===== src/hdl/mid_pkg.sv =====
`timescale 1ns / 1ps
// ----------------------------------------------------------------------------
// mid_pkg
// shared constants for the minimum-image distance core: default coordinate
// width, configuration bus geometry and register indexes
// ----------------------------------------------------------------------------
package mid_pkg;

  // default coordinate width (unsigned fixed point)
  localparam int COORD_BITS_DEF = 24;

  // configuration bus geometry
  localparam int CFG_ADDR_W = 4;
  localparam int CFG_DATA_W = 32;
  localparam int CFG_IDX_W  = 2;

  // register indexes (byte address = 4 * index)
  localparam logic [CFG_IDX_W-1:0] REG_PERIODIC = 2'd0;
  localparam logic [CFG_IDX_W-1:0] REG_EXTENT_X = 2'd1;
  localparam logic [CFG_IDX_W-1:0] REG_EXTENT_Y = 2'd2;
  localparam logic [CFG_IDX_W-1:0] REG_EXTENT_Z = 2'd3;

endpackage


===== src/hdl/mid_isqrt.sv =====
`timescale 1ns / 1ps
// ----------------------------------------------------------------------------
// mid_isqrt
// pipelined restoring integer square root, one root bit per stage
// ----------------------------------------------------------------------------
module mid_isqrt
  import mid_pkg::*;
#(
  parameter int SumW  = 2*COORD_BITS_DEF + 2,
  parameter int RootW = COORD_BITS_DEF + 1
) (
  input  logic              clk_i,
  input  logic              rst_ni,
  input  logic              vld_i,
  input  logic [SumW-1:0]   sum_i,
  output logic              vld_o,
  output logic [RootW-1:0]  root_o
);

  logic [RootW-1:0]             vld_q;
  logic [RootW-1:0][RootW-1:0]  root_q;
  logic [RootW-2:0][SumW-1:0]   rem_q;

  for (genvar k = 0; k < RootW; k++) begin : g_stage
    localparam int Bit = RootW - 1 - k;

    logic [SumW-1:0]  rem_in;
    logic [RootW-1:0] root_in;
    logic             vld_in;
    logic [SumW:0]    cand;
    logic             take;
    logic [RootW-1:0] root_d;

    if (k == 0) begin : g_first
      assign rem_in  = sum_i;
      assign root_in = '0;
      assign vld_in  = vld_i;
    end else begin : g_next
      assign rem_in  = rem_q[k-1];
      assign root_in = root_q[k-1];
      assign vld_in  = vld_q[k-1];
    end

    // (root + 2^bit)^2 - root^2 = root * 2^(bit+1) + 2^(2*bit)
    assign cand   = ((SumW+1)'(root_in) << (Bit + 1)) + ((SumW+1)'(1) << (2 * Bit));
    assign take   = ({1'b0, rem_in} >= cand);
    assign root_d = take ? (root_in | (RootW'(1) << Bit)) : root_in;

    always_ff @(posedge clk_i or negedge rst_ni) begin
      if (!rst_ni) begin
        vld_q[k] <= 1'b0;
      end else begin
        vld_q[k] <= vld_in;
      end
    end

    always_ff @(posedge clk_i) begin
      root_q[k] <= root_d;
    end

    if (k < RootW - 1) begin : g_rem
      always_ff @(posedge clk_i) begin
        rem_q[k] <= take ? (rem_in - cand[SumW-1:0]) : rem_in;
      end
    end
  end

  assign vld_o  = vld_q[RootW-1];
  assign root_o = root_q[RootW-1];

endmodule


===== config.mk =====
export PLATFORM = sky130hd
export DESIGN_NAME = mid_isqrt
export DESIGN_NICKNAME = d
export VERILOG_FILES = /design/src/hdl/mid_pkg.sv /design/src/hdl/mid_isqrt.sv
export SDC_FILE = /design/constraint.sdc
export NUM_CORES = 2
export LEC_CHECK = 0
export BUFFER_PORTS_ARGS = -buffer_cell sky130_fd_sc_hd__buf_2
export CORE_ASPECT_RATIO = 1.1
export CORE_MARGIN = 1
export CORE_UTILIZATION = 50
export CTS_CLUSTER_DIAMETER = 80
export DETAILED_ROUTE_END_ITERATION = 7
export PLACE_DENSITY = 0.66
export SYNTH_ARGS = -nofsm -noshare
export SYNTH_HDL_FRONTEND = slang
export SYNTH_SLANG_ARGS = --single-unit

===== constraint.sdc =====
create_clock -name clk_i -period 7.5 [get_ports clk_i]
set_input_delay 1.125 -clock clk_i [delete_from_list [all_inputs] [get_ports clk_i]]
set_output_delay 1.125 -clock clk_i [all_outputs]
set_load 0.1 [all_outputs]

# Word-level counts from Yosys, hierarchy flattened
# Index checks and enable logic that the tools add are counted.
# word_totals
output_inout_bits,26
in_bits,53
elab_cells,196
reg_bits,1850
# classes
mux,25
addsub,48
n_lt_le_gt_ge,25
# op_table
operator,count
two-way mux 50 bit,24
subtractor 50 bit,6
greater-or-equal comparator 50 x 51 -> 1 bit,5
"adder 49 x 47 -> 50 bit, second input constant",1
greater-or-equal comparator 50 x 32 -> 1 bit,1
greater-or-equal comparator 50 x 33 -> 1 bit,1
greater-or-equal comparator 50 x 34 -> 1 bit,1
greater-or-equal comparator 50 x 35 -> 1 bit,1
greater-or-equal comparator 50 x 36 -> 1 bit,1
greater-or-equal comparator 50 x 37 -> 1 bit,1
greater-or-equal comparator 50 x 38 -> 1 bit,1
greater-or-equal comparator 50 x 39 -> 1 bit,1
greater-or-equal comparator 50 x 40 -> 1 bit,1
greater-or-equal comparator 50 x 41 -> 1 bit,1
greater-or-equal comparator 50 x 42 -> 1 bit,1
greater-or-equal comparator 50 x 43 -> 1 bit,1
greater-or-equal comparator 50 x 44 -> 1 bit,1
greater-or-equal comparator 50 x 45 -> 1 bit,1
greater-or-equal comparator 50 x 46 -> 1 bit,1
greater-or-equal comparator 50 x 47 -> 1 bit,1
greater-or-equal comparator 50 x 48 -> 1 bit,1
greater-or-equal comparator 50 x 49 -> 1 bit,1
"greater-or-equal comparator 50 x 49 -> 1 bit, second input constant",1
greater-or-equal comparator 50 bit,1
42 further kinds,42

# Logic depth before layout (Yosys ltp)
# depth
depth_word,3
mapped_depth,13
depth_no_buf,12

# Worst setup path before layout
# OpenSTA, ideal clock, no wires.
# synth_path
path_kind,register -> register
start,"register root_q, in the netlist g_stage[18].root_in[8]"
end,"register rem_q, in the netlist g_stage[19].rem_in[44]"
setup_time_ns,0.118
t_arrival_ns,3.001
path_stages_with_launch,12
path_buffers,0
setup_slack_ns,4.380
required_ns,7.382
path_cell_list,dfxtp_1 inv_1 ha_1 or4b_1 or4_1 nor4_1 and3b_1 o31ai_4 o311a_2 nand2b_2 or4_4 xnor2_2
# synth_via
elab_chain_cells,3
word_cells_on_any_way,4
cone_classes,add/sub: 2; order compare: 1; mux: 1
# synth_rtl
element,line,source
start: declaration,mid_isqrt.sv:21,logic [RootW-1:0][RootW-1:0] root_q;
start signal: indexed assignment,mid_isqrt.sv:58,root_q[k] <= root_d;
adder 32 x 13 -> 33 bit *,mid_isqrt.sv:45,assign cand = ((SumW+1)'(root_in) << (Bit + 1)) + ((SumW+1)'(1) << (2 * Bit));
subtractor 50 bit or greater-or-equal comparator 50 x 33 -> 1 bit (tied branches),"mid_isqrt.sv:63, mid_isqrt.sv:46",
two-way mux 50 bit *,mid_isqrt.sv:63,rem_q[k] <= take ? (rem_in - cand[SumW-1:0]) : rem_in;
end signal: indexed assignment,mid_isqrt.sv:63,
end: declaration,mid_isqrt.sv:22,logic [RootW-2:0][SumW-1:0] rem_q;
# Mark *: on every way between the ends. The rest lies on a longest branch, timed or not.
# A chain may end at the register's enable or synchronous reset.

# Worst setup path in the final report
# layout_path
start,"register root_q, in the netlist g_stage[17].root_in[8]"
end,"register rem_q, in the netlist g_stage[18].rem_in[48]"
# layout_via
elab_chain_cells,3
word_cells_on_any_way,4
cone_classes,add/sub: 2; order compare: 1; mux: 1
# layout_rtl
element,line
adder 33 x 15 -> 34 bit *,mid_isqrt.sv:45
subtractor 50 x 34 -> 50 bit or greater-or-equal comparator 50 x 34 -> 1 bit (tied branches),"mid_isqrt.sv:63, mid_isqrt.sv:46"
two-way mux 50 bit *,mid_isqrt.sv:63
# Marks and branches as above.

==> results.py <==
metrics = {
    "routing": {
        "drt_iter0_drc": 2073,
        "wl_met2_um": 69480,
        "drt-pass1-iter-count": 6,
        "antenna_left": 0,
        "wl_met1_um": 53520,
        "vias": 39594,
        "wl_um": 131700,
        "vias_per_cell": 5.308,
        "routedWlPerCell_um": 17.65,
        "top_layer": "met4",
        "drcViolationCount": 0,
        "route.met3.wl_um": 4335,
    },
    "yosys": {
        "async_flop_share": 0.01613,
        "synth_nets": 6071,
        "synth_top_area_cell": "dfxtp_1",
        "synth_top_cell_area_share": 0.5309,
        "synth_ff_type": "dfxtp_1",
        "synth_cell_types": 84,
        "syn-cell-area_um2": 57510,
        "yosysWarnings": 0,
        "ys_top_cells_by_area": "dfxtp_1 (53%), ha_1 (7.5%), xor2_1 (4.1%)",
        "synth_edf_count": 0,
        "ys_ff_latch": 1550,
        "synth_commonest_cells": "dfxtp_1 (1525), inv_1 (426), nor2_1 (375)",
        "yosysMostFrequentCell": "dfxtp_1",
        "avgSynthCellArea_um2": 10.14,
        "synth_seq_area_share": 0.5417,
        "syn_inst": 5672,
    },
    "sta": {
        "whs_ns": 0.3338,
        "rsz0062_at_grt": "false",
        "slew_viol_final": 0,
        "setup-tns-final_ns": 0,
        "fin_crit_sh": 0.5717,
        "hold_viol_final": 0,
        "max_freq_ghz": 0.2332,
        "post-route-min-period_ns": 4.288,
        "setup_viol_count_final": 0,
        "skew_ns": 0.04632,
        "max_slew.worst_pin.slew_ns": 1.208,
        "slew_headroom": 0.1872,
        "final.setup.worst_slack_ns": 3.212,
    },
    "global_route": {
        "track_usage": 0.2259,
        "overflow": 0,
        "antenna_found_initial": 0,
        "grt_max_degree": 45,
        "grt_pass1_wl_um": 209800,
        "grt_pass1_vias": 39470,
    },
    "floorplanning": {
        "io_pins": 79,
        "die_area_um2": 116400,
        "initial_core_util": 0.5036,
        "die_y_um": 357.7,
        "num_rows": 130,
        "core_area_um2": 114200,
        "dieWidth_um": 325.4,
    },
    "cts": {
        "htreeDepth": 4,
        "clockBufferDepth": 3,
        "post_cts_resized": 0,
        "cts_tree": "yes",
        "cts.sinks": 1550,
        "clk_latency_ns": 0.79,
        "cts_hold_buf": 0,
        "numCtsBuffers": 151,
        "clockRootBuffer": "clkbuf_16",
        "postCtsSetupBuffers": 0,
        "clk_pin_slew_worst_paths_ns": 0.06,
    },
    "power_and_ir_drop": {
        "p_clk_frac": 0.305,
        "ir_drop_uv": 289.2,
        "switching_share": 0.3225,
        "power.share.combinational": 0.245,
        "p_sw_mw": 8.364,
        "powerDensity_nw_per_um2": 399.4,
        "power.leakage_nw": 29.53,
        "intPower_mw": 17.57,
        "power.share.sequential": 0.451,
    },
    "placed_design": {
        "io_buffers": 78,
        "dp_hpwl_um": 102600,
        "pre_cts_slack_ns": 3.283,
        "gp_congestion": 0.8885,
        "place_inst": 7183,
    },
    "layout": {
        "multiInputGateArea_um2": 24420,
        "syn2layout_area_growth_pct": 12.91,
        "stdcell_count": 7459,
        "regArea_um2": 31150,
        "n_fill_cell": 9944,
        "drive_gt1_frac": 0.07424,
        "fin_nets": 6217,
    },
    "run": {
        "drv_cap": 0,
    },
    "critical_path": {
        "required_ns": 8.20,
        "path_class": "flip-flop to flip-flop",
        "cp-end-kind": "flip-flop",
        "start_kind": "flip-flop",
        "cp.arrival_ns": 4.98,
        "cp_max_fo": 23,
    },
    "status": {
        "status": "completed",
    },
    "min_path": {
        "hp-class": "flip-flop to flip-flop",
    },
}
-- layout make-up --
| class | instances | area share |
|---|---|---|
| tap | 1518 | 0.02925 |
| antenna | 1 | 0.00003854 |
| clock inverter | 66 | 0.01698 |
| clock buffer | 209 | 0.06557 |
| multi-input combinational | 3596 | 0.3761 |
| sequential | 1550 | 0.4798 |
| timing repair buffer | 91 | 0.007515 |
| inverter | 428 | 0.02474 |
-- state kept, by name, summed over array words and instances, names as in the netlist --
signal,count
g_stage.rem_in,1200
g_stage.root_in,300
root_o,25
g_stage.vld_in,24
vld_o,1
-- through the flow --
step	cell area (um2)	utilization	power, mW
after detailed placement	59570	0.5217	18.15
after floorplan	57510	-	16.21
after global placement	59570	0.5217	18.10
after CTS	64930	0.5687	26.10
final	64940	0.5687	25.93
after global routing	64930	0.5687	27.41
-- power groups by stage --
stage / registers [mW] / clock network [mW] / logic (mW)
2_1_floorplan: 11.3 / 0 / 4.95
3_3_place_gp: 11.8 / 0 / 6.25
3_5_place_dp: 11.8 / 0 / 6.30
4_1_cts: 11.7 / 8.07 / 6.35
5_1_grt: 11.9 / 8.42 / 7.11
6_report: 11.7 / 7.90 / 6.35
-- cells by family (layout without fill, tap and decap cells) --
group,count (synthesis),after routing,synth area share
AOI/OAI and AO/OA,1005,1005,0.1078
xor gates and xnor gates,524,524,0.07993
adders and majority gates,346,346,0.07528
buffers and inverters,526,794,0.03468
DFF,1550,1550,0.5417
muxes,64,64,0.01231
other,0,1,0
and+or+nand+nor,1657,1657,0.1482
-- layer usage --
layer,track usage,up-vias
met1,0.2476,18662
met3,0.03430,251
met2,0.4341,713
li1,-,19968
met5,0,-
met4,0.08708,0
-- final timing paths --
kind	startpoint	to	slack, ns	cells past startpoint
worst max-delay path	g_stage[17].root_in[8]$_SDFF_PP1_	g_stage[18].rem_in[48]$_DFF_P_	3.21	12
worst max register to register	g_stage[17].root_in[8]$_SDFF_PP1_	g_stage[18].rem_in[48]$_DFF_P_	3.21	12
worst min-delay path	g_stage[8].rem_in[13]$_DFF_P_	g_stage[9].rem_in[13]$_DFF_P_	0.33	0
min in group asynchronous	rst_ni	g_stage[1].vld_in$_DFF_PN0_	0.34	1
worst min register to register	g_stage[8].rem_in[13]$_DFF_P_	g_stage[9].rem_in[13]$_DFF_P_	0.33	0
max in group asynchronous	rst_ni	g_stage[3].vld_in$_DFF_PN0_	6.80	1
-- worst max-delay path, cell delays in order (launching register included) --
cell and delay (ns):
dfxtp_1 0.32, inv_1 0.04, ha_1 0.33, o21ai_0 0.15, a22oi_1 0.40, a211oi_1 0.18, o311ai_0 0.73, nand4_1 0.29
and2_1 0.51, inv_2 0.51, o2111ai_1 0.29, nor4_1 0.28, xor2_1 0.17
-- cells in the final DEF (no fill, tap or decap), drive strengths merged, types with 11 or more instances in the layout --
| master | instances |
|---|---|
| o21a | 61 |
| dfxtp | 1525 |
| a21oi | 329 |
| nor4 | 202 |
| or2 | 23 |
| clkbuf | 209 |
| buf | 91 |
| xor2 | 270 |
| or3 | 58 |
| bufinv | 17 |
| inv | 432 |
| and2 | 15 |
| nand3b | 14 |
| nand3 | 87 |
| ha | 346 |
| o211ai | 19 |
| xnor2 | 254 |
| nor3b | 16 |
| and4 | 11 |
| nor2b | 46 |
| nand2b | 74 |
| nand4 | 81 |
| a211o | 12 |
| nor4b | 23 |
| o31ai | 32 |
| clkinv | 36 |
| a211oi | 22 |
| or4 | 36 |
| a31oi | 22 |
| nor2 | 375 |
| o21bai | 27 |
| o21ai | 262 |
| mux2 | 54 |
| and3 | 21 |
| nand2 | 368 |
| dfrtp | 25 |
| nor3 | 164 |
| a21o | 111 |
| nand4b | 18 |
Note: power is estimated with default switching activity, not from simulation.
