### src/hdl/mid_pkg.sv
`timescale 1ns / 1ps
// ----------------------------------------------------------------------------
// mid_pkg
// shared constants for the minimum-image distance core: default coordinate
// width, configuration bus geometry and register indexes
// ----------------------------------------------------------------------------
package mid_pkg;

  // default coordinate width (unsigned fixed point)
  localparam int COORD_BITS_DEF = 24;

  // configuration bus geometry
  localparam int CFG_ADDR_W = 4;
  localparam int CFG_DATA_W = 32;
  localparam int CFG_IDX_W  = 2;

  // register indexes (byte address = 4 * index)
  localparam logic [CFG_IDX_W-1:0] REG_PERIODIC = 2'd0;
  localparam logic [CFG_IDX_W-1:0] REG_EXTENT_X = 2'd1;
  localparam logic [CFG_IDX_W-1:0] REG_EXTENT_Y = 2'd2;
  localparam logic [CFG_IDX_W-1:0] REG_EXTENT_Z = 2'd3;

endpackage

### src/hdl/mid_cfg_regs.sv
`timescale 1ns / 1ps
// ----------------------------------------------------------------------------
// mid_cfg_regs
// apb register file: periodic mode flag and the three box extents
// ----------------------------------------------------------------------------
module mid_cfg_regs
  import mid_pkg::*;
#(
  parameter int CoordW = COORD_BITS_DEF
) (
  input  logic                  clk_i,
  input  logic                  rst_ni,
  input  logic                  psel,
  input  logic                  penable,
  input  logic                  pwrite,
  input  logic [CFG_ADDR_W-1:0] paddr,
  input  logic [CFG_DATA_W-1:0] pwdata,
  output logic [CFG_DATA_W-1:0] prdata,
  output logic                  pready,
  output logic                  periodic_o,
  output logic [CoordW-1:0]     ext_x_o,
  output logic [CoordW-1:0]     ext_y_o,
  output logic [CoordW-1:0]     ext_z_o
);

  logic                 periodic_q;
  logic [CoordW-1:0]    ext_x_q;
  logic [CoordW-1:0]    ext_y_q;
  logic [CoordW-1:0]    ext_z_q;
  logic                 wr_en;
  logic [CFG_IDX_W-1:0] reg_idx;

  // word addressed, byte lane bits ignored
  assign reg_idx = paddr[CFG_ADDR_W-1:2];
  assign wr_en   = psel && penable && pwrite;
  assign pready  = 1'b1;

  always_ff @(posedge clk_i or negedge rst_ni) begin
    if (!rst_ni) begin
      periodic_q <= 1'b0;
      ext_x_q    <= '1;
      ext_y_q    <= '1;
      ext_z_q    <= '1;
    end else if (wr_en) begin
      unique case (reg_idx)
        REG_PERIODIC: periodic_q <= pwdata[0];
        REG_EXTENT_X: ext_x_q    <= pwdata[CoordW-1:0];
        REG_EXTENT_Y: ext_y_q    <= pwdata[CoordW-1:0];
        REG_EXTENT_Z: ext_z_q    <= pwdata[CoordW-1:0];
        default:      periodic_q <= periodic_q;
      endcase
    end
  end

  always_comb begin
    unique case (reg_idx)
      REG_PERIODIC: prdata = CFG_DATA_W'(periodic_q);
      REG_EXTENT_X: prdata = CFG_DATA_W'(ext_x_q);
      REG_EXTENT_Y: prdata = CFG_DATA_W'(ext_y_q);
      REG_EXTENT_Z: prdata = CFG_DATA_W'(ext_z_q);
      default:      prdata = '0;
    endcase
  end

  assign periodic_o = periodic_q;
  assign ext_x_o    = ext_x_q;
  assign ext_y_o    = ext_y_q;
  assign ext_z_o    = ext_z_q;

  a_periodic_wr : assert property (@(posedge clk_i) disable iff (!rst_ni)
    (wr_en && reg_idx == REG_PERIODIC) |=> (periodic_q == $past(pwdata[0])))
    else $error("periodic mode write not taken");

endmodule

### config.mk
export PLATFORM = sky130hd
export DESIGN_NAME = mid_cfg_regs
export DESIGN_NICKNAME = d
export VERILOG_FILES = /design/src/hdl/mid_pkg.sv /design/src/hdl/mid_cfg_regs.sv
export SDC_FILE = /design/constraint.sdc
export NUM_CORES = 1
export LEC_CHECK = 0
export ABC_AREA = 1
export ABC_CLOCK_PERIOD_IN_PS = 1400
export BUFFER_PORTS_ARGS = -buffer_cell sky130_fd_sc_hd__buf_4
export CAP_MARGIN = 20
export CORE_UTILIZATION = 52
export DETAILED_ROUTE_END_ITERATION = 12
export PLACE_DENSITY = 0.86
export SKIP_LAST_GASP = 1
export SYNTH_ARGS = -nofsm -noshare
export SYNTH_HDL_FRONTEND = slang
export SYNTH_SLANG_ARGS = --single-unit
### constraint.sdc
create_clock -name clk_i -period 1.4 [get_ports clk_i]
set_input_delay 0.21 -clock clk_i [delete_from_list [all_inputs] [get_ports clk_i]]
set_output_delay 0.21 -clock clk_i [all_outputs]
set_load 0.01 [all_outputs]
* Word level (Yosys, flattened, before mapping)
Index checks and enable logic that the tools add are counted.
** Operators by class
- Muxes and demuxes :: 1
- Reduce and logical (&&, ||, !) cells :: 7
- Equality and inequality tests :: 3
** Operators by type and width (number)
- one-hot mux 32 bit (4 select lines) :: 1
- AND reduction 2 bit :: 4
- == test 2 bit, second input constant :: 2
- == test 2 x 1 -> 1 bit, second input constant :: 1
- logical AND 1 bit :: 2
- zero test 2 bit :: 1
** Word-level totals
- Bits in registers :: 73
- Output and inout port bits :: 106
- Input port bits :: 41
- Word-level logic and storage cells :: 15

* Depth between registers and ports, before layout
Gate-level depths: netlist of run 1.
- Depth in word-level cells :: 3
- Gate-level depth with buffers :: 7
- Mapped depth without buffers :: 6

* Worst setup path after synthesis of run 1
OpenSTA, ideal clock, no wires.
- Path type :: input-to-output
- Start :: input paddr[2]
- End :: output prdata[10]
- Data required time :: 1.190 ns
- Path buffers :: 1
- Setup slack :: 0.405 ns
- Arrival :: 0.785 ns
- Stages on the path :: 6
- Cell sequence :: inv_1 -> nand2_2 -> inv_2 -> buf_2 -> nand2_1 -> nand3_1
** Between the ends
- Longest elaborated chain between the ends :: 2
- Elaborated cells between the ends (all ways) :: 5
- Those cells by class :: 3 x eq/ne; 1 x mux; 1 x reduce/logical
** RTL lines
- start, declared :: RTL line mid_cfg_regs.sv:16 : input logic [CFG_ADDR_W-1:0] paddr,
- == test 2 bit, or another cell as far along :: RTL line mid_cfg_regs.sv:56 : unique case (reg_idx)
- one-hot mux 32 bit (4 select lines) (*) :: RTL line mid_cfg_regs.sv:56
- end, declared :: RTL line mid_cfg_regs.sv:18 : output logic [CFG_DATA_W-1:0] prdata,
Mark *: on every way between the ends. The rest lies on a longest branch, timed or not. The select of a mux whose other input is x is not followed.

* Final worst setup path of run 1
- Start :: register ext_x_q[0], in the netlist ext_x_o[0]
- End :: output prdata[0]
** Between the ends
- Longest elaborated chain between the ends :: 1
** RTL lines
- start, declared :: RTL line mid_cfg_regs.sv:27 : logic [CoordW-1:0] ext_x_q;
- start signal, assigned :: RTL line mid_cfg_regs.sv:47 : REG_EXTENT_X: ext_x_q <= pwdata[CoordW-1:0];
- one-hot mux 32 bit (4 select lines) :: RTL line mid_cfg_regs.sv:56
No other way between the ends. The select of a mux whose other input is x is not followed.

==> results of run 1 <==
==> synthesized netlist by cell type (all sizes together) <==
cell type / instances
nor2: 5
dfrtp: 1
conb: 2
dfstp: 72
nand4: 1
nand2: 296
inv: 6
buf: 27
nand3: 28
==> sequential cells by signal (all words and copies together), names as in the netlist <==
signal and flops:
ext_y_o 24, ext_x_o 24, periodic_o 1, ext_z_o 24
==> worst min-delay path by stage <==
stage	from	endpoint	slack, ps	cells after the start
floorplan	rst_ni	periodic_o$_DFFE_PN0P_	-90	0
global placement	rst_ni	ext_x_o[11]$_DFFE_PN1P_	400	1
detailed placement	rst_ni	ext_x_o[11]$_DFFE_PN1P_	410	1
CTS	rst_ni	ext_x_o[11]$_DFFE_PN1P_	30	1
global route	pwdata[15]	ext_z_o[15]$_DFFE_PN1P_	60	3
finish	rst_ni	ext_z_o[5]$_DFFE_PN1P_	40	1
==> power breakdown <==
part,switching [uW],internal (uW)
logic,1080,1200
clock network,789,1370
registers,385,2860
total,2250,5440
==> logic make-up after synthesis <==
group / after synthesis / synth area share (%)
buf+inv: 33 / 6.628
flops: 73 / 55.19
other cells: 2 / 0.2162
simple gates: 330 / 37.97
==> metal layers <==
layer,track usage [%],share of wire (%)
met5,0,0
met4,9.553,1.7
met3,8.210,8.2
met2,51.74,52
met1,35.65,38
==> critical path: stages, from the launching register on <==
cell and delay (ps):
dfstp_2 560, nand3_2 60, nand4_1 100, buf_4 130
==> area by class of cell <==
class,count,area [um2]
Sequential cell,73,1917
Clock buffer,9,123.9
Timing Repair Buffer,171,1401
Multi-Input combinational cell,339,1453
Clock inverter,7,141.4
Fill cell,383,1226
Inverter,6,27.53
Tap cell,77,96.34
==> per-stage QoR <==
stage	instance area [um2]	hold slack [ps]	power, uW	TNS [ps]
floorplan	3500	-85.59	4029	0
global placement	4557	402.2	5116	-40.89
detailed placement	4557	407.7	5211	-987.0
CTS	4847	31.50	7414	-13.32
global route	5160	62.17	8051	-368.5
finish	5160	38.66	7686	0
==> what timing repair did <==
action	4_1_cts	5_1_grt
buffers inserted	3	24
pin swaps	0	23
endpoints found under the setup margin	10	24
gates resized for setup	1	35
hold buffers	0	0
==> key figures, run 1 <==
Finish
  – Post-Layout Cell Count: just under 700
  – Most frequent cells in the layout: nand2_1 (279), buf_4 (156), dfstp_2 (72)
  – Commonest non-fill, non-tap cell in the layout: nand2_1
  – Final Util: between 80% and 90%
  – Proportion of layout cells with a drive suffix above 1: between 40% and 50%
  – Final #Nets: roughly 640
  – Ant diodes: 0
  – Area delta synth->final: 48.56%

Timing
  – Min cycle time layout: 1391 ps
  – Fmax: 719.1 MHz
  – Final worst setup slack: roughly 9.5 ps
  – Setup repair after global routing missed its margin: yes
  – Final Hold Vio Count: 0
  – Max Slew Vio Count: 0
  – Crit share post-route: 99.32%
  – Clock Skews: 0 ps
  – Final setup violation count: 0

Worst setup path
  – Critical Path RT: around 1200 ps
  – Critical path class: flop to output port
  – Worst reg2reg path endpoint: ext_z_o[8]$_DFFE_PN1P_
  – Reg2reg path depth: 3
  – Crit Path Max Fanout: 2
  – Worst Setup Start Kind: flop
  – Crit path from: ext_x_o[0]$_DFFE_PN1P_
  – Worst reg-to-reg setup slack: 530 ps
  – Setup crit end kind: output port
  – Worst setup path endpoint: prdata[0]
  – Reg-to-reg startpoint: ext_z_o[8]$_DFFE_PN1P_
  – CP arrival: about 1200 ps

Floorplanning
  – IO Pins: between 100 and 150
  – Die height: between 80 and 90 um
  – Chip width: 83.73 um
  – Core area: between 0.006 and 0.007 mm2
  – Row count: 29
  – Die area: ~0.007 mm2
  – Initial Util: 54.39%

Flow run
  – Max Cap Violations: 0

Logic synthesis
  – Sequential cell area fraction in the yosys report: a little under three fifths
  – Mapped Cells: between 400 and 500
  – Mapped Area: between 0.003 and 0.004 mm2
  – Yosys top cell area share: approximately 54%
  – Register bit total from synthesis: 73
  – Mean Syn Cell Area: between 7 and 8 um2
  – Synth area leader: dfstp_2
  – Synth top area cells: dfstp_2 (54%), nand2_1 (31%), buf_4 (4.1%)
  – Library cells used by synthesis: 16
  – Synth Warn #: 0

Power
  – Pleak: 0.002756 uW
  – Max rail drop VDD: roughly 0.97 mV
  – Power per cell area: around 1500 mW/mm2

Routing
  – Routed wire per std cell: about 15 um
  – DRC: 0
  – 1st-pass router iterations: 4
  – Vias/cell: 5.176
  – DRT iter0 DRCs: about 210
  – Number of nets with antenna violations after routing: 0
  – Total wire length: roughly 10000 um
  – Vias: around 3500

Clock network
  – Clock Latency Late Sink: 340 ps
  – Longest Clk Path Bufs: 2
  – Clock root buffer: clkbuf_8
  – CTS tree: built
  – CTS clk-pin slew, worst paths: around 80 ps
  – H-tree depth: 3
  – Num CTS Buffers: 9
  – Clk sinks: 73

Global routing
  – Remaining global-route overflow: 0
  – Vias in the first global route: roughly 3400
  – First-pass GRT wire length: ~16000 um
  – Total GRT Usage: between 20 and 30%
  – Initial antenna violation count: 0
  – Largest net degree at the start of global routing: 31

Placed design
  – Dpl cells: 639
  – GPL Wtd Cong: 0.7837
  – HPWL after DPL: a little under 7000 um
  – I/O Buffers: between 100 and 150
  – Setup WS pre-CTS: -62.29 ps

Worst hold path
  – Worst hold path class: input pin to async pin

Run status
  – Status: completed
Power figures use the tool's default switching activity.
==> inputs of run 2 (changes only) <==
CORE_MARGIN = 1   (was unset)
SETUP_SLACK_MARGIN = 0.15   (was unset)
==> run 2 against run 1 <==
The run now ends with setup timing left; critical path depth did not move; die area unchanged; sequential share of layout area shrank 5.4 points; first-iteration DRC count grew 120%; utilization is 14 points higher; maximum frequency down 7.3%; clock power up 5%; global-route usage is 4.2 points higher; register-to-register slack got worse by 200 ps; flip-flop and latch count unchanged; non-clock buffer count grew 54; highest routed layer unchanged.
==> key figures, run 2 (same netlist as run 1, synthesis figures left out) <==
Run status
  – Status: complete, but fails checks (was completed)
  – Failing checks: setup timing

Clock network
  – H-tree depth: 3 (unchanged)
  – Clock Latency Late Sink: 350 ps (was 340 ps)
  – Clk sinks: 73 (unchanged)
  – CTS clk-pin slew, worst paths: 90 ps (was 80 ps)
  – Clock root buffer: clkbuf_8 (unchanged)
  – CTS tree: built (unchanged)
  – Longest Clk Path Bufs: 2 (unchanged)
  – Num CTS Buffers: 9 (unchanged)

Finish
  – Proportion of layout cells with a drive suffix above 1: 56.60% (was 49.26%)
  – Ant diodes: 0 (unchanged)
  – Final #Nets: 695 (was 641)
  – Post-Layout Cell Count: 736 (was 682)
  – Area delta synth->final: 73.85% (was 48.56%)
  – Most frequent cells in the layout: nand2_1 (261), buf_6 (118), buf_4 (100) (was nand2_1 (279), buf_4 (156), dfstp_2 (72))
  – Commonest non-fill, non-tap cell in the layout: nand2_1 (unchanged)

Global routing
  – Initial antenna violation count: 0 (unchanged)
  – Total GRT Usage: 33.96% (was 29.72%)
  – First-pass GRT wire length: 18740 um (was 16370 um)
  – Vias in the first global route: 3860 (was 3412)
  – GRT met3 Usage: 7.913% (was 8.210%)
  – Largest net degree at the start of global routing: 31 (unchanged)
  – GR Util met1: 39.67% (was 35.65%)
  – GR Util met2: 60.24% (was 51.74%)
  – Layer with the highest usage: met2 (unchanged)
  – Remaining global-route overflow: 0 (unchanged)

Floorplanning
  – Die height: 83.73 um (unchanged)
  – IO Pins: 147 (unchanged)
  – Initial Util: 54.39% (unchanged)
  – Die area: 0.007011 mm2 (unchanged)
  – Chip width: 83.73 um (unchanged)
  – Row count: 29 (unchanged)
  – Core area: 0.006386 mm2 (unchanged)

Timing
  – Max Slew Vio Count: 0 (unchanged)
  – Clock Skews: 0 ps (unchanged)
  – Final worst setup slack: -99.44 ps (was 9.466 ps)
  – Setup TNS: -427.1 ps (was 0 ps)
  – Fmax: 666.9 MHz (was 719.1 MHz)
  – Final setup violation count: 15 (was 0)
  – Setup repair after global routing missed its margin: yes (unchanged)
  – Min cycle time layout: 1499 ps (was 1391 ps)
  – Crit share post-route: 107.1% (was 99.32%)
  – Final Hold Vio Count: 0 (unchanged)

Worst setup path
  – Crit path max-delay cell type: dfstp_2 (unchanged)
  – Worst Path Buf+Inv: 1 (unchanged)
  – Crit Path Max Fanout: 3 (was 2)
  – Setup crit end kind: output port (unchanged)
  – CP arrival: 1290 ps (was 1180 ps)
  – CP delay by family, top: flip-flops (unchanged)
  – Worst Setup Start Kind: flop (unchanged)
  – Slowest stage delay, CP: 610 ps (was 560 ps)
  – Crit-path cells: nand2_1 > nand3_1 > buf_4 (was nand3_2 > nand4_1 > buf_4)
  – Critical path class: flop to output port (unchanged)
  – Critical Path RT: 1190 ps (about the same)

Routing
  – DRC: 0 (unchanged)
  – Vias: 4460 (was 3530)
  – Total wire length: 16360 um (was 10370 um)
  – Number of nets with antenna violations after routing: 0 (unchanged)
  – Vias/cell: 6.060 (was 5.176)
  – Routed wire per std cell: 22.22 um (was 15.21 um)
  – 1st-pass router iterations: 5 (was 4)
  – DRT iter0 DRCs: 463 (was 212)

Worst hold path
  – Worst hold path class: input pin to async pin (unchanged)

Flow run
  – Max Cap Violations: 0 (unchanged)

Placed design
  – Setup WS pre-CTS: -62.29 ps (unchanged)
  – GPL Wtd Cong: 0.7837 (unchanged)
  – I/O Buffers: 127 (unchanged)
  – Dpl cells: 639 (unchanged)
  – HPWL after DPL: 6725 um (unchanged)

Power
  – Overall Power: 9151 uW (was 7686 uW)
  – Power per cell area: 1516 mW/mm2 (was 1490 mW/mm2)
  – Pleak: 0.003171 uW (was 0.002756 uW)
  – Max rail drop VDD: 1.064 mV (was 0.9744 mV)
## run 2: cell types whose count changed in the layout (fill, tap and decap cells not counted), sizes merged
cell / before / now
buf: 171 / 225
## run 2: through the flow
stage                     util, %  area (um2)  hold WS, ps
after detailed placement    71.36        4557        407.7
after floorplan                 -        3500       -85.59
final                       94.55        6038        32.15
after global routing        94.55        6038        66.66
after global placement      71.36        4557        402.2
after CTS                   82.39        5261        31.50
## run 2: report_power, final
part	switching, uW	internal (uW)	total [uW]
clock	892	1370	2260
sequential	491	2870	3360
combinational	1540	1990	3530
total	2930	6230	9150
## run 2: path summary, 6_finish.rpt
path                                         start                 endpoint  slack [ps]  depth (start not counted)
hold reg to reg            ext_x_o[17]$_DFFE_PN1P_  ext_x_o[17]$_DFFE_PN1P_         500                          2
setup / recovery           ext_x_o[20]$_DFFE_PN1P_               prdata[20]        -100                          3
setup reg to reg           ext_x_o[10]$_DFFE_PN1P_  ext_x_o[10]$_DFFE_PN1P_         330                          5
hold / removal                              rst_ni  ext_x_o[22]$_DFFE_PN1P_          30                          1
min in group clk_i                      pwdata[17]  ext_x_o[17]$_DFFE_PN1P_          80                          3
max in group asynchronous                   rst_ni  ext_y_o[23]$_DFFE_PN1P_        1070                          2
## run 2: routing by layer
metal	up-vias	part of all wire [%]	wire length, um
li1	1750	-	-
met2	462	49	7968
met4	0	8.2	1345
met3	161	11	1770
met1	2087	32	5272
met5	-	0	0
## run 2: repair_timing
item                                    in CTS  in global routing
resized for setup                           13                154
buffers inserted                            52                 29
hold buffers                                 0                  0
endpoints found under the setup margin      28                 86
pin swaps                                   31                 23
## run 2: final cells by class
| type | count | area, um2 |
|---|---|---|
| Clock buffer | 9 | 123.9 |
| Clock inverter | 7 | 141.4 |
| Multi-Input combinational cell | 339 | 1513 |
| Sequential cell | 73 | 1917 |
| Timing Repair Buffer | 225 | 2220 |
| Tap cell | 77 | 96.34 |
| Inverter | 6 | 27.53 |
| Fill cell | 194 | 347.8 |
