## config.mk

```make
export PLATFORM = sky130hd
export DESIGN_NAME = mid_axis
export DESIGN_NICKNAME = d
export VERILOG_FILES = /design/src/hdl/mid_pkg.sv /design/src/hdl/mid_axis.sv
export SDC_FILE = /design/constraint.sdc
export NUM_CORES = 1
export LEC_CHECK = 0
export BUFFER_PORTS_ARGS = -buffer_cell sky130_fd_sc_hd__clkbuf_2
export CORE_MARGIN = 5
export CORE_UTILIZATION = 30
export CTS_CLUSTER_DIAMETER = 200
export DETAILED_ROUTE_END_ITERATION = 8
export PLACE_DENSITY = 0.46
export SLEW_MARGIN = 20
export SYNTH_ARGS = -nofsm -noshare
export SYNTH_HDL_FRONTEND = slang
export SYNTH_SLANG_ARGS = --single-unit
```

## constraint.sdc

```tcl
create_clock -name clk_i -period 10.4 [get_ports clk_i]
set_input_delay 3.12 -clock clk_i [delete_from_list [all_inputs] [get_ports clk_i]]
set_output_delay 3.12 -clock clk_i [all_outputs]
set_load 0.02 [all_outputs]
```

## src/hdl/mid_pkg.sv

```systemverilog
`timescale 1ns / 1ps
// ----------------------------------------------------------------------------
// mid_pkg
// shared constants for the minimum-image distance core: default coordinate
// width, configuration bus geometry and register indexes
// ----------------------------------------------------------------------------
package mid_pkg;

  // default coordinate width (unsigned fixed point)
  localparam int COORD_BITS_DEF = 24;

  // configuration bus geometry
  localparam int CFG_ADDR_W = 4;
  localparam int CFG_DATA_W = 32;
  localparam int CFG_IDX_W  = 2;

  // register indexes (byte address = 4 * index)
  localparam logic [CFG_IDX_W-1:0] REG_PERIODIC = 2'd0;
  localparam logic [CFG_IDX_W-1:0] REG_EXTENT_X = 2'd1;
  localparam logic [CFG_IDX_W-1:0] REG_EXTENT_Y = 2'd2;
  localparam logic [CFG_IDX_W-1:0] REG_EXTENT_Z = 2'd3;

endpackage

```

## src/hdl/mid_axis.sv

```systemverilog
`timescale 1ns / 1ps
// ----------------------------------------------------------------------------
// mid_axis
// one axis, three stages: absolute difference, minimum-image fold, square
// ----------------------------------------------------------------------------
module mid_axis
  import mid_pkg::*;
#(
  parameter int CoordW = COORD_BITS_DEF
) (
  input  logic                  clk_i,
  input  logic                  rst_ni,
  input  logic [CoordW-1:0]     a_i,
  input  logic [CoordW-1:0]     b_i,
  input  logic [CoordW-1:0]     ext_i,
  input  logic                  periodic_i,
  output logic [2*CoordW-1:0]   sq_o
);

  logic [CoordW-1:0]        d_d;
  logic [CoordW-1:0]        d_q;
  logic signed [CoordW:0]   alt;
  logic [CoordW:0]          alt_abs;
  logic                     take;
  logic [CoordW-1:0]        mag_d;
  logic [CoordW-1:0]        mag_q;
  logic [2*CoordW-1:0]      sq_d;
  logic [2*CoordW-1:0]      sq_q;

  // stage 1: |b - a|
  assign d_d = (a_i > b_i) ? (a_i - b_i) : (b_i - a_i);

  // stage 2: in periodic mode, extent - d as signed, keep it if smaller
  assign alt     = $signed({1'b0, ext_i}) - $signed({1'b0, d_q});
  assign take    = periodic_i && (alt < $signed({1'b0, d_q}));
  assign alt_abs = alt[CoordW] ? (~alt + 1'b1) : alt;
  assign mag_d   = take ? alt_abs[CoordW-1:0] : d_q;

  // stage 3: square
  assign sq_d = (2*CoordW)'(mag_q) * (2*CoordW)'(mag_q);

  always_ff @(posedge clk_i) begin
    d_q   <= d_d;
    mag_q <= mag_d;
    sq_q  <= sq_d;
  end

  assign sq_o = sq_q;

  a_plain_keeps_d : assert property (@(posedge clk_i) disable iff (!rst_ni)
    !periodic_i |=> (mag_q == $past(d_q)))
    else $error("plain mode altered axis distance");

  a_fold_shrinks : assert property (@(posedge clk_i) disable iff (!rst_ni)
    1'b1 |=> (mag_q <= $past(d_q)))
    else $error("minimum-image fold grew the axis distance");

endmodule

```

; ---- Yosys cells after proc, flatten, opt, wreduce, memory -nomap -nowiden
; Cells that the tools add are included.
[word_totals]
ff_bits = 96
inputBits = 75
output_inout_bits = 48
word_cells = 15
[classes]
n_lt_le_gt_ge = 2
add_sub_neg = 4
mux = 3
n_mul = 1
reduce_logical = 1
bitwise = 1
[op_table]
columns = cell, count
row1 = 24-bit 2-to-1 mux, 3
row2 = 24-bit by 24-bit multiplier with 48-bit output, 1
row3 = 24-bit subtractor, 2
row4 = 25-bit less-than comparator, 1
row5 = 24-bit by 24-bit subtractor with 25-bit output, 1
row6 = "24-bit by 1-bit adder with 24-bit output, second input constant", 1
row7 = 24-bit greater-than comparator, 1
row8 = 24-bit NOT, 1
row9 = 1-bit logical AND, 1

; ---- Logic depth before layout (Yosys ltp)
; Gate-level depths: netlist (run 1).
[logic_depth]
ltp_word = 5
ltp_mapped = 28
depth_no_buf = 27

; ---- Least setup slack after synthesis (run 1)
; OpenSTA, ideal clock, no wires.
[synth_timing]
path_kind = input -> register
from = input port ext_i[0]
to = register mag_q[23]
n_path_buf = 1
setup_time_ns = 0.119
path_stages = 20
required_ns = 10.281
arrival_ns = 6.927
path_slack_ns = 3.354
cell_sequence = inv_1 ha_1 inv_1 fa_1 a211oi_4 o21ai_2 a21o_1 a311oi_2 o21a_1 nor3_1 xor2_1 ha_1 or4_1 a221oi_1 o211ai_1 a211oi_1 o21ai_2 clkdlybuf4s15_1 nand2_1 o21ai_1
[synth_via]
elab_chain_len = 5
elab_cells_between_ends = 7
classes_between = add/sub: 2 / order compare: 1 / mux: 2 / bitwise: 1 / reduce/logical: 1
[synth_rtl]
columns = item, line
row1 = start: declaration, mid_axis.sv:15  ; input logic [CoordW-1:0] ext_i,
row2 = 24-bit by 24-bit subtractor with 25-bit output (*), mid_axis.sv:34  ; assign alt = $signed({1'b0, ext_i}) - $signed({1'b0, d_q});
row3 = 24-bit NOT, mid_axis.sv:36  ; assign alt_abs = alt[CoordW] ? (~alt + 1'b1) : alt;
row4 = 24-bit by 1-bit adder with 24-bit output, mid_axis.sv:36
row5 = 24-bit 2-to-1 mux, mid_axis.sv:36
row6 = 24-bit 2-to-1 mux (*), mid_axis.sv:37  ; assign mag_d = take ? alt_abs[CoordW-1:0] : d_q;
row7 = net mag_d[23], mid_axis.sv:25  ; logic [CoordW-1:0] mag_d;
row8 = end signal: assignment, mid_axis.sv:44  ; mag_q <= mag_d;
row9 = end: declaration, mid_axis.sv:26  ; logic [CoordW-1:0] mag_q;
; The timed path passes the listed nets; every way through them passes the cells marked *.

; ---- Worst setup path after layout (run 1)
[layout_timing]
from = register mag_q[5]
to = register sq_q[44] (netlist: sq_o[44])
[layout_via]
elab_chain_len = 1
[layout_rtl]
columns = item, line
row1 = 24-bit by 24-bit multiplier with 48-bit output, mid_axis.sv:40  ; assign sq_d = (2*CoordW)'(mag_q) * (2*CoordW)'(mag_q);
row2 = net sq_d[44], mid_axis.sv:27  ; logic [2*CoordW-1:0] sq_d;
row3 = end signal: assignment, mid_axis.sv:45  ; sq_q <= sq_d;
row4 = end: declaration, mid_axis.sv:28  ; logic [2*CoordW-1:0] sq_q;
; The timed path passes the listed nets, and every way through them passes these cells.

==> summary.txt, run 1 <==
STA
  – Clock skew: 0.0185 ns
  – Fin crit period: 8.50 ns
  – Final hold vios: 0
  – Worst-Margin Slew: 1.06 ns
  – Peak Freq: 118 MHz
  – RSZ-0062 raised after global routing: false
  – Max-slew violation count: 0
  – Setup tns final: 0 ns
  – Tcrit/Tclk final: 0.817
  – Worst rel slew slack: 0.291
  – Setup violators final: 0

Synthesis
  – Sequential share of the synthesized area: 0.0820
  – Async set or reset register ratio after synthesis: 0
  – Syn avg cell area: 8.80 um2
  – EDFF count, synth: 0
  – Syn nets: 3,406
  – Mapped Cells: 2,635
  – Mapped cell area: 23,200 um2
  – Synth Warn #: 0
  – Top_reg_cell synth: dfxtp_1
  – Post-synthesis cell type count: 81
  – Synth Register Bits: 95

Clock tree
  – Cts bufs inserted: 9
  – Cts repair resizes: 0
  – Setup bufs post-CTS: 0
  – Root Driver: clkbuf_16
  – Clock slew at reported path FFs: 0.08 ns
  – CTS Sinks: 95
  – Maximum buffer depth of the clock tree: 2
  – H-tree lvl count: 3
  – CTS Hold Bufs: 0
  – CTS tree: done
  – Clock Latency Late Sink: 0.40 ns

Routing
  – Routed vias: 17,100
  – Wire length per cell: 15.9 um
  – Final wirelength: 60,000 um
  – Pre-Repair DR Iteration Count: 5
  – Iter 0 DRT Violations: 671
  – # DRC: 0
  – Post-route ant nets: 0
  – Vias per cell: 4.55

GRT
  – Pin count of the biggest net entering global routing: 41
  – Initial antenna violation count: 1
  – Gr usage total: 0.152
  – Vias in the first global route: 19,200
  – First-pass GRT wire length: 101,000 um
  – Total grt overflow: 0

Finish
  – Synth-to-Final Area Change: 8.68%
  – FF/Latch Area: 1900 um2
  – Share of cells above drive strength 1: 0.0754
  – Multi-input combinational cell area: 18,300 um2
  – NumNets Final: 3,485
  – Fill cells: 8,218

Die
  – Die area: 83,000 um2
  – Die Height: 288 um
  – Die X-Extent: 288 um
  – Row cnt: 102
  – Area of the core: 77,100 um2
  – Initial Util: 0.301
  – Boundary Pins: 123

Run
  – Max_cap viols: 0

Worst setup path
  – Crit-path max FO: 19
  – CP endpoint kind: flop
  – Crit path DAT: 8.81 ns
  – WP data required: 10.71 ns
  – Crit start category: flop
  – Worst setup path class: reg2reg

Placed design
  – Hpwl dp: 50,900 um
  – Routability cong.: 0.840
  – Port Buffers: 120

Min path
  – Min-Delay Path Class: reg2reg

Status
  – Status: finished, final reports clean
cells in the final DEF (no fill, tap or decap), types with 5 or more instances in the layout:
cell type | netlist | routed
inv_1 | 688 | 688
fa_1 | 425 | 425
ha_1 | 271 | 271
nand2_1 | 232 | 232
and2_1 | 123 | 123
clkbuf_2 | 2 | 120
a21oi_1 | 110 | 110
dfxtp_1 | 95 | 95
nor2_1 | 86 | 86
o21ai_0 | 79 | 79
xnor2_1 | 62 | 62
xor2_1 | 51 | 51
a21o_1 | 41 | 41
buf_4 | 7 | 30
nor3_1 | 24 | 24
nor2b_1 | 20 | 20
nand3_1 | 18 | 18
nand4_1 | 18 | 18
o21bai_1 | 16 | 16
o21a_1 | 15 | 15
a211oi_1 | 13 | 13
o31ai_1 | 13 | 13
mux2i_1 | 12 | 12
nand2b_1 | 10 | 10
and3_1 | 9 | 9
clkbuf_16 | 0 | 9
o211ai_1 | 8 | 8
o2111ai_1 | 7 | 7
a31oi_1 | 7 | 7
mux2_2 | 7 | 7
o221ai_1 | 6 | 6
and4_1 | 6 | 6
nor4_1 | 5 | 5
a221oi_1 | 5 | 5
a31o_2 | 5 | 5
o21ai_1 | 5 | 5
metal layers:
| metal | wire [um] | GRT usage | share of wire |
|---|---|---|---|
| met2 | 28800 | 0.259 | 0.48 |
| met1 | 27300 | 0.201 | 0.45 |
| met5 | 0 | 0 | 0 |
| met3 | 2300 | 0.0197 | 0.038 |
| met4 | 1590 | 0.0463 | 0.027 |
cell families (layout without fill, tap and decap cells):
kind of cell,Yosys count,count (layout),synth area share
flops,95,95,0.0820
other cells,1,5,0.000162
compound gates,371,371,0.104
xor+xnor,114,114,0.0434
buf+inv,770,853,0.129
simple gates,567,567,0.118
mux,21,21,0.0102
fa+ha+maj,696,696,0.513
metrics by stage:
step	hold WS [ns]	setup slack, ns	instance area (um2)	util	instances
after global placement	0.461	1.92	24900	0.323	3743
final	0.468	1.90	25200	0.327	3762
after detailed placement	0.456	1.83	24900	0.323	3743
after global routing	0.505	1.45	25200	0.327	3758
after floorplan	0.385	3.35	23200	-	2635
after CTS	0.470	1.79	25200	0.327	3758
path summary, 6_finish.rpt:
check / start / end / slack [ns] / cells after the start
min: d_q[23]$_DFF_P_ / mag_q[23]$_DFF_P_ / 0.47 / 2
max reg2reg: mag_q[5]$_DFF_P_ / sq_o[44]$_DFF_P_ / 1.90 / 25
min reg2reg: d_q[23]$_DFF_P_ / mag_q[23]$_DFF_P_ / 0.47 / 2
max: mag_q[5]$_DFF_P_ / sq_o[44]$_DFF_P_ / 1.90 / 25
flip-flops by register name, summed over array words and instances (netlist names):
name	count
mag_q	24
d_q	24
sq_o	47
area by class of cell:
class                      count  area share
antenna                        4    0.000397
clock buffer                   9     0.00893
clock inverter                 6     0.00203
inverter                     688       0.102
multi-input combinational   1770       0.726
sequential                    95      0.0754
tap                         1040      0.0516
timing repair buffer         150      0.0328
synthesized netlist by cell type (3+ instances only):
cell / instances / area, um2
buf_6: 6 / 67.6
xor2_1: 51 / 447
buf_2: 10 / 50.1
nand2b_1: 10 / 62.6
a21oi_2: 3 / 26.3
mux2_2: 7 / 78.8
nand3_1: 18 / 90.1
nor3_1: 24 / 120
o31ai_1: 13 / 97.6
xnor2_1: 62 / 543
o211ai_1: 8 / 60.1
buf_4: 7 / 52.6
and4_1: 6 / 52.6
o21ai_0: 79 / 395
nand4_1: 18 / 113
nor2_1: 86 / 323
a21oi_1: 110 / 551
nand3b_1: 3 / 22.5
a31oi_1: 7 / 43.8
a31o_2: 5 / 43.8
dfxtp_1: 95 / 1900
o21ai_1: 5 / 25.0
clkbuf_1: 55 / 206
and3_1: 9 / 56.3
and2_1: 123 / 769
o21ai_2: 3 / 26.3
nor2b_1: 20 / 125
a21boi_0: 3 / 22.5
o2111ai_1: 7 / 61.3
a221oi_1: 5 / 43.8
o41ai_1: 4 / 35.0
o31a_1: 4 / 35.0
o221ai_1: 6 / 52.6
ha_1: 271 / 3390
mux2i_1: 12 / 120
o21a_1: 15 / 113
nand2_1: 232 / 871
o21bai_1: 16 / 120
a21o_1: 41 / 308
a211oi_1: 13 / 97.6
nor4_1: 5 / 31.3
inv_1: 688 / 2580
fa_1: 425 / 8510
critical path, stage by stage (launching register included):
cell,delay (ns)
dfxtp_1,0.89
buf_4,0.31
nand2_1,0.09
fa_1,0.60
inv_1,0.07
fa_1,0.48
inv_1,0.06
fa_1,0.54
inv_1,0.05
fa_1,0.47
fa_1,0.51
fa_1,0.50
inv_1,0.05
fa_1,0.47
inv_1,0.04
ha_1,0.35
and4_1,0.24
and3_1,0.24
a221oi_1,0.42
nand2_1,0.10
o22ai_1,0.65
o21ai_0,0.17
a21oi_1,0.40
nor2_1,0.15
o41ai_1,0.38
xnor2_1,0.17
Power of run 1 is not shown: default switching activity piles up to over one toggle a cycle in this logic, so the estimate is an artifact.
==> inputs of run 2 (changes only) <==
- ABC_AREA: unset -> 1
- clock period: 10.4 -> 8.1 ns (I/O delays scaled with it)
==> summary.txt, run 2 <==
Status
  – Status: finished, final reports clean

Synthesis
  – Syn nets: 4,109
  – Count leader, synth: inv_1
  – Mapped Cells: 3,338
  – Sequential share of the synthesized area: 0.0764
  – Synth top area share: 0.342
  – EDFF count, synth: 0
  – Synth Warn #: 0
  – Post-synthesis cell type count: 48
  – Largest cells by area after synthesis: fa_1 34%, inv_1 15%, ha_1 14%, nand2_1 11%, dfxtp_1 7.6%
  – Synth area leader: fa_1
  – Top post-synthesis cells by count: 972 x inv_1, 733 x nand2_1, 425 x fa_1
  – Mapped cell area: 24,900 um2
  – Syn avg cell area: 7.46 um2
  – Top_reg_cell synth: dfxtp_1
  – Synth Register Bits: 95
  – Async set or reset register ratio after synthesis: 0

Min path
  – Min-Delay Path Class: reg2reg
  – Hold Path Sink: mag_q[22]$_DFF_P_
  – Hold path start: d_q[22]$_DFF_P_
  – Hold path depth: 2

Finish
  – FF/Latch Area: 1900 um2
  – Share of cells above drive strength 1: 0.0730
  – Max FFs per register: 47
  – Fill cells: 9,033
  – Synth-to-Final Area Change: 9.63%
  – Multi-input combinational cell area: 19,000 um2
  – NumNets Final: 4,233
  – Commonest non-fill, non-tap cell in the layout: inv_1
  – Most frequent cells in the layout: 972 x inv_1, 733 x nand2_1, 425 x fa_1

Placed design
  – Routability cong.: 0.953
  – Port Buffers: 120
  – Hpwl dp: 64,400 um
  – Setup WS pre-CTS: 0.366 ns

Worst setup path
  – Crit start category: flop
  – Crit-path max cell delay: 0.91 ns
  – WP data required: 8.38 ns
  – Reg2reg end: sq_o[46]$_DFF_P_
  – Worst Reg-to-Reg Cells: 22
  – Register-to-register setup slack: 0.23 ns
  – Crit path max-delay family: adder cells
  – CP Buf/Inv Count: 5
  – Critical-path top delay cell: dfxtp_1
  – Most used cell, CP: fa_1
  – Worst setup path class: reg2reg
  – Crit-path max FO: 11
  – CP cell instances: nand2_1, fa_1, inv_1, fa_1, inv_1, fa_1, fa_1, inv_1, fa_1, fa_1, inv_1, fa_1, inv_1, ha_1, nand2_1, nand2_1, a31oi_1, o21ai_0, a31oi_1, nand3_1, a21oi_1, xor2_1
  – FF-to-FF Start: mag_q[20]$_DFF_P_
  – CP endpoint kind: flop
  – Crit path DAT: 8.15 ns

Clock tree
  – CTS Hold Bufs: 0
  – Clock slew at reported path FFs: 0.09 ns
  – Setup bufs post-CTS: 0
  – Cts repair resizes: 0
  – Clock Latency Late Sink: 0.41 ns
  – Cts bufs inserted: 9
  – CTS tree: done
  – Root Driver: clkbuf_16
  – Maximum buffer depth of the clock tree: 2
  – CTS Sinks: 95
  – H-tree lvl count: 3

STA
  – Worst-Margin Slew: 1.14 ns
  – Setup tns final: 0 ns
  – Max-slew violation count: 0
  – Peak Freq: 127 MHz
  – Setup ws final: 0.226 ns
  – Fin crit period: 7.87 ns
  – RSZ-0062 raised after global routing: false
  – Clock skew: 0.0215 ns
  – Worst rel slew slack: 0.232
  – Setup violators final: 0
  – Tcrit/Tclk final: 0.972
  – Final hold vios: 0

Routing
  – Final wirelength: 72,400 um
  – Wire length per cell: 16.0 um
  – Post-route ant nets: 0
  – Routed vias: 20,100
  – # DRC: 0
  – Pre-Repair DR Iteration Count: 5
  – Vias per cell: 4.44
  – Iter 0 DRT Violations: 1,092

GRT
  – Pin count of the biggest net entering global routing: 33
  – Vias in the first global route: 21,800
  – First-pass GRT wire length: 118,000 um
  – Initial antenna violation count: 8
  – Gr usage total: 0.168
  – Total grt overflow: 0

Die
  – Area of the core: 82,200 um2
  – Row cnt: 105
  – Die X-Extent: 298 um
  – Die Height: 298 um
  – Boundary Pins: 123
  – Initial Util: 0.303
  – Die area: 88,800 um2

Run
  – Max_cap viols: 0
==> run 2: cell types whose count changed in the layout (fill, tap and decap cells not counted), moves of 17 or more <==
| cell | previous run | this run |
|---|---|---|
| nand2_1 | 232 | 733 |
| xnor2_1 | 62 | 29 |
| nand3_1 | 18 | 88 |
| buf_4 | 30 | 60 |
| nor2b_1 | 20 | 0 |
| o21ai_1 | 5 | 25 |
| inv_1 | 688 | 972 |
| a21o_1 | 41 | 17 |
| nand2_2 | 1 | 21 |
| a21oi_1 | 110 | 149 |
| xor2_1 | 51 | 68 |
| nor2_1 | 86 | 163 |
| and2_1 | 123 | 4 |
==> run 2: cell families after synthesis <==
kind of cell	count (synthesis)	synth area share
mux	1	0.000402
fa+ha+maj	696	0.478
flops	95	0.0764
other cells	1	0.000151
xor+xnor	97	0.0341
simple gates	1069	0.175
compound gates	330	0.0748
buf+inv	1049	0.161
==> run 2: per-stage QoR <==
| step | cell area [um2] | std cells | util | hold WS [ns] |
|---|---|---|---|---|
| 3_3_place_gp | 27000 | 4521 | 0.328 | 0.477 |
| 3_5_place_dp | 27000 | 4521 | 0.328 | 0.480 |
| 2_1_floorplan | 24900 | 3338 | - | 0.397 |
| 4_1_cts | 27300 | 4536 | 0.332 | 0.487 |
| 5_1_grt | 27300 | 4536 | 0.332 | 0.521 |
| 6_report | 27300 | 4538 | 0.332 | 0.474 |
==> run 2: worst max path at each step <==
stage                       from          endpoint  slack, ns  depth (start not counted)
3_5_place_dp   mag_q[20]$_DFF_P_  sq_o[46]$_DFF_P_       0.37                         22
4_1_cts        mag_q[20]$_DFF_P_  sq_o[46]$_DFF_P_       0.31                         22
2_1_floorplan  mag_q[14]$_DFF_P_  sq_o[33]$_DFF_P_       1.90                         25
5_1_grt        mag_q[20]$_DFF_P_  sq_o[46]$_DFF_P_       0.02                         22
6_report       mag_q[20]$_DFF_P_  sq_o[46]$_DFF_P_       0.23                         22
3_3_place_gp   mag_q[20]$_DFF_P_  sq_o[46]$_DFF_P_       0.41                         22
==> run 2: cell type report <==
type / count / share of cell area
Clock buffer: 9 / 0.00825
Timing Repair Buffer: 182 / 0.0400
Multi-Input combinational cell: 2194 / 0.696
Tap cell: 1070 / 0.0491
Antenna cell: 2 / 0.000183
Sequential cell: 95 / 0.0697
Inverter: 980 / 0.135
Clock inverter: 6 / 0.00225
==> run 2: worst reg2reg max path: stages, from the launching register on <==
cell and delay (ns):
dfxtp_1 0.91, nand2_1 0.23, fa_1 0.58, inv_1 0.06
fa_1 0.57, inv_1 0.07, fa_1 0.48, fa_1 0.56
inv_1 0.05, fa_1 0.48, fa_1 0.49, inv_1 0.05
fa_1 0.53, inv_1 0.06, ha_1 0.19, nand2_1 0.07
nand2_1 0.13, a31oi_1 0.56, o21ai_0 0.41, a31oi_1 0.28
nand3_1 0.37, a21oi_1 0.28, xor2_1 0.34
==> run 2: routing by layer <==
metal / GRT usage / vias up / share of wire
li1: - / 10100 / -
met1: 0.230 / 9632 / 0.47
met2: 0.280 / 356 / 0.46
met3: 0.0328 / 63 / 0.053
met4: 0.0305 / 10 / 0.017
met5: 0 / - / 0.0010
Power of run 2 is left out for the same reason.
==> inputs of run 3 (changes only) <==
- CORE_UTILIZATION: 30 -> 50
- PLACE_DENSITY: 0.46 -> 0.66
==> summary.txt, run 3 (synthesis gave the netlist of run 2 again) <==
STA
  – Fin crit period: 7.31 ns
  – Clock skew: 0.0192 ns
  – Peak Freq: 137 MHz
  – Worst rel slew slack: 0.392
  – Tcrit/Tclk final: 0.903
  – Setup violators final: 0
  – Setup tns final: 0 ns
  – Final hold vios: 0
  – Worst-Margin Slew: 0.911 ns
  – RSZ-0062 raised after global routing: false
  – Setup ws final: 0.789 ns
  – Max-slew violation count: 0

Worst setup path
  – Worst setup path class: reg2reg
  – Crit path DAT: 7.56 ns
  – Crit-path max FO: 15
  – CP endpoint kind: flop
  – WP data required: 8.35 ns
  – Crit start category: flop

Die
  – Area of the core: 49,100 um2
  – Die Height: 233 um
  – Row cnt: 81
  – Die X-Extent: 233 um
  – Boundary Pins: 123
  – Die area: 54,300 um2
  – Initial Util: 0.507

Finish
  – NumNets Final: 4,207
  – Non-Filler Instances: 4,106
  – Max FFs per register: 47
  – Fill cells: 4,914
  – Commonest non-fill, non-tap cell in the layout: inv_1
  – Synth-to-Final Area Change: 6.77%
  – Most frequent cells in the layout: 972 x inv_1, 733 x nand2_1, 425 x fa_1
  – Fin util: 0.542
  – Share of cells above drive strength 1: 0.0660

Placed design
  – Setup WS pre-CTS: 0.914 ns
  – Hpwl dp: 53,900 um
  – Routability cong.: 0.960
  – Cells after DPL: 4,089
  – Port Buffers: 120

Routing
  – Iter 0 DRT Violations: 1,138
  – Vias per cell: 4.93
  – Wire length per cell: 15.1 um
  – Final wirelength: 61,900 um
  – Post-route ant nets: 0
  – # DRC: 0
  – Routed vias: 20,200
  – Pre-Repair DR Iteration Count: 6

Clock tree
  – CTS Sinks: 95
  – Cts bufs inserted: 9
  – CTS Hold Bufs: 0
  – Cts repair resizes: 0
  – Root Driver: clkbuf_16
  – Setup bufs post-CTS: 0
  – CTS tree: done
  – Maximum buffer depth of the clock tree: 2
  – Clock slew at reported path FFs: 0.08 ns
  – H-tree lvl count: 3
  – Clock Latency Late Sink: 0.39 ns

GRT
  – Gr usage total: 0.238
  – Vias in the first global route: 21,000
  – First-pass GRT wire length: 103,000 um
  – Pin count of the biggest net entering global routing: 33
  – Initial antenna violation count: 4
  – Total grt overflow: 0

Status
  – Status: finished, final reports clean

Min path
  – Min-Delay Path Class: reg2reg

Run
  – Max_cap viols: 0
==> run 3: layout make-up <==
type / count / area (um2) / share of cell area
inverters: 980 / 3680 / 0.138
diodes: 1 / 2.50 / 0.0000942
clock buffers: 10 / 229 / 0.00862
repair buffers: 156 / 871 / 0.0328
well taps: 664 / 831 / 0.0313
flip-flops and latches: 95 / 1900 / 0.0716
clock inverters: 6 / 77.6 / 0.00292
multi-input cells: 2194 / 19000 / 0.714
==> run 3: path summary, 6_finish.rpt <==
kind,cells past startpoint,from,slack (ns),to
worst max register to register,23,mag_q[17]$_DFF_P_,0.79,sq_o[34]$_DFF_P_
worst min-delay path,2,d_q[23]$_DFF_P_,0.44,mag_q[23]$_DFF_P_
worst min register to register,2,d_q[23]$_DFF_P_,0.44,mag_q[23]$_DFF_P_
worst max-delay path,23,mag_q[17]$_DFF_P_,0.79,sq_o[34]$_DFF_P_
==> run 3: per-layer routing <==
| metal | global-route usage | part of all wire | wire [um] |
|---|---|---|---|
| met1 | 0.320 | 0.45 | 27800 |
| met2 | 0.393 | 0.46 | 28400 |
| met3 | 0.0523 | 0.070 | 4320 |
| met4 | 0.0580 | 0.023 | 1400 |
| met5 | 0 | 0.00077 | 48 |
==> run 3: critical path: stages (launching register included) <==
cell and delay, ns:
dfxtp_1 0.92, nand2_1 0.24, fa_1 0.58, inv_1 0.06
fa_1 0.54, inv_1 0.06, fa_1 0.51, fa_1 0.53
inv_1 0.06, fa_1 0.49, fa_1 0.49, inv_1 0.05
fa_1 0.47, inv_1 0.04, ha_1 0.37, nand2_1 0.12
nor2_1 0.14, inv_1 0.08, nor2_1 0.09, inv_1 0.06
nor4_1 0.18, a21oi_1 0.18, o21bai_1 0.52, xor2_1 0.39
==> run 3: through the flow <==
stage	hold slack (ns)	area, um2
6_report	0.444	26600
5_1_grt	0.482	26600
4_1_cts	0.448	26600
3_5_place_dp	0.444	26300
3_3_place_gp	0.440	26300
2_1_floorplan	0.397	24900
Power of run 3 is left out for the same reason.
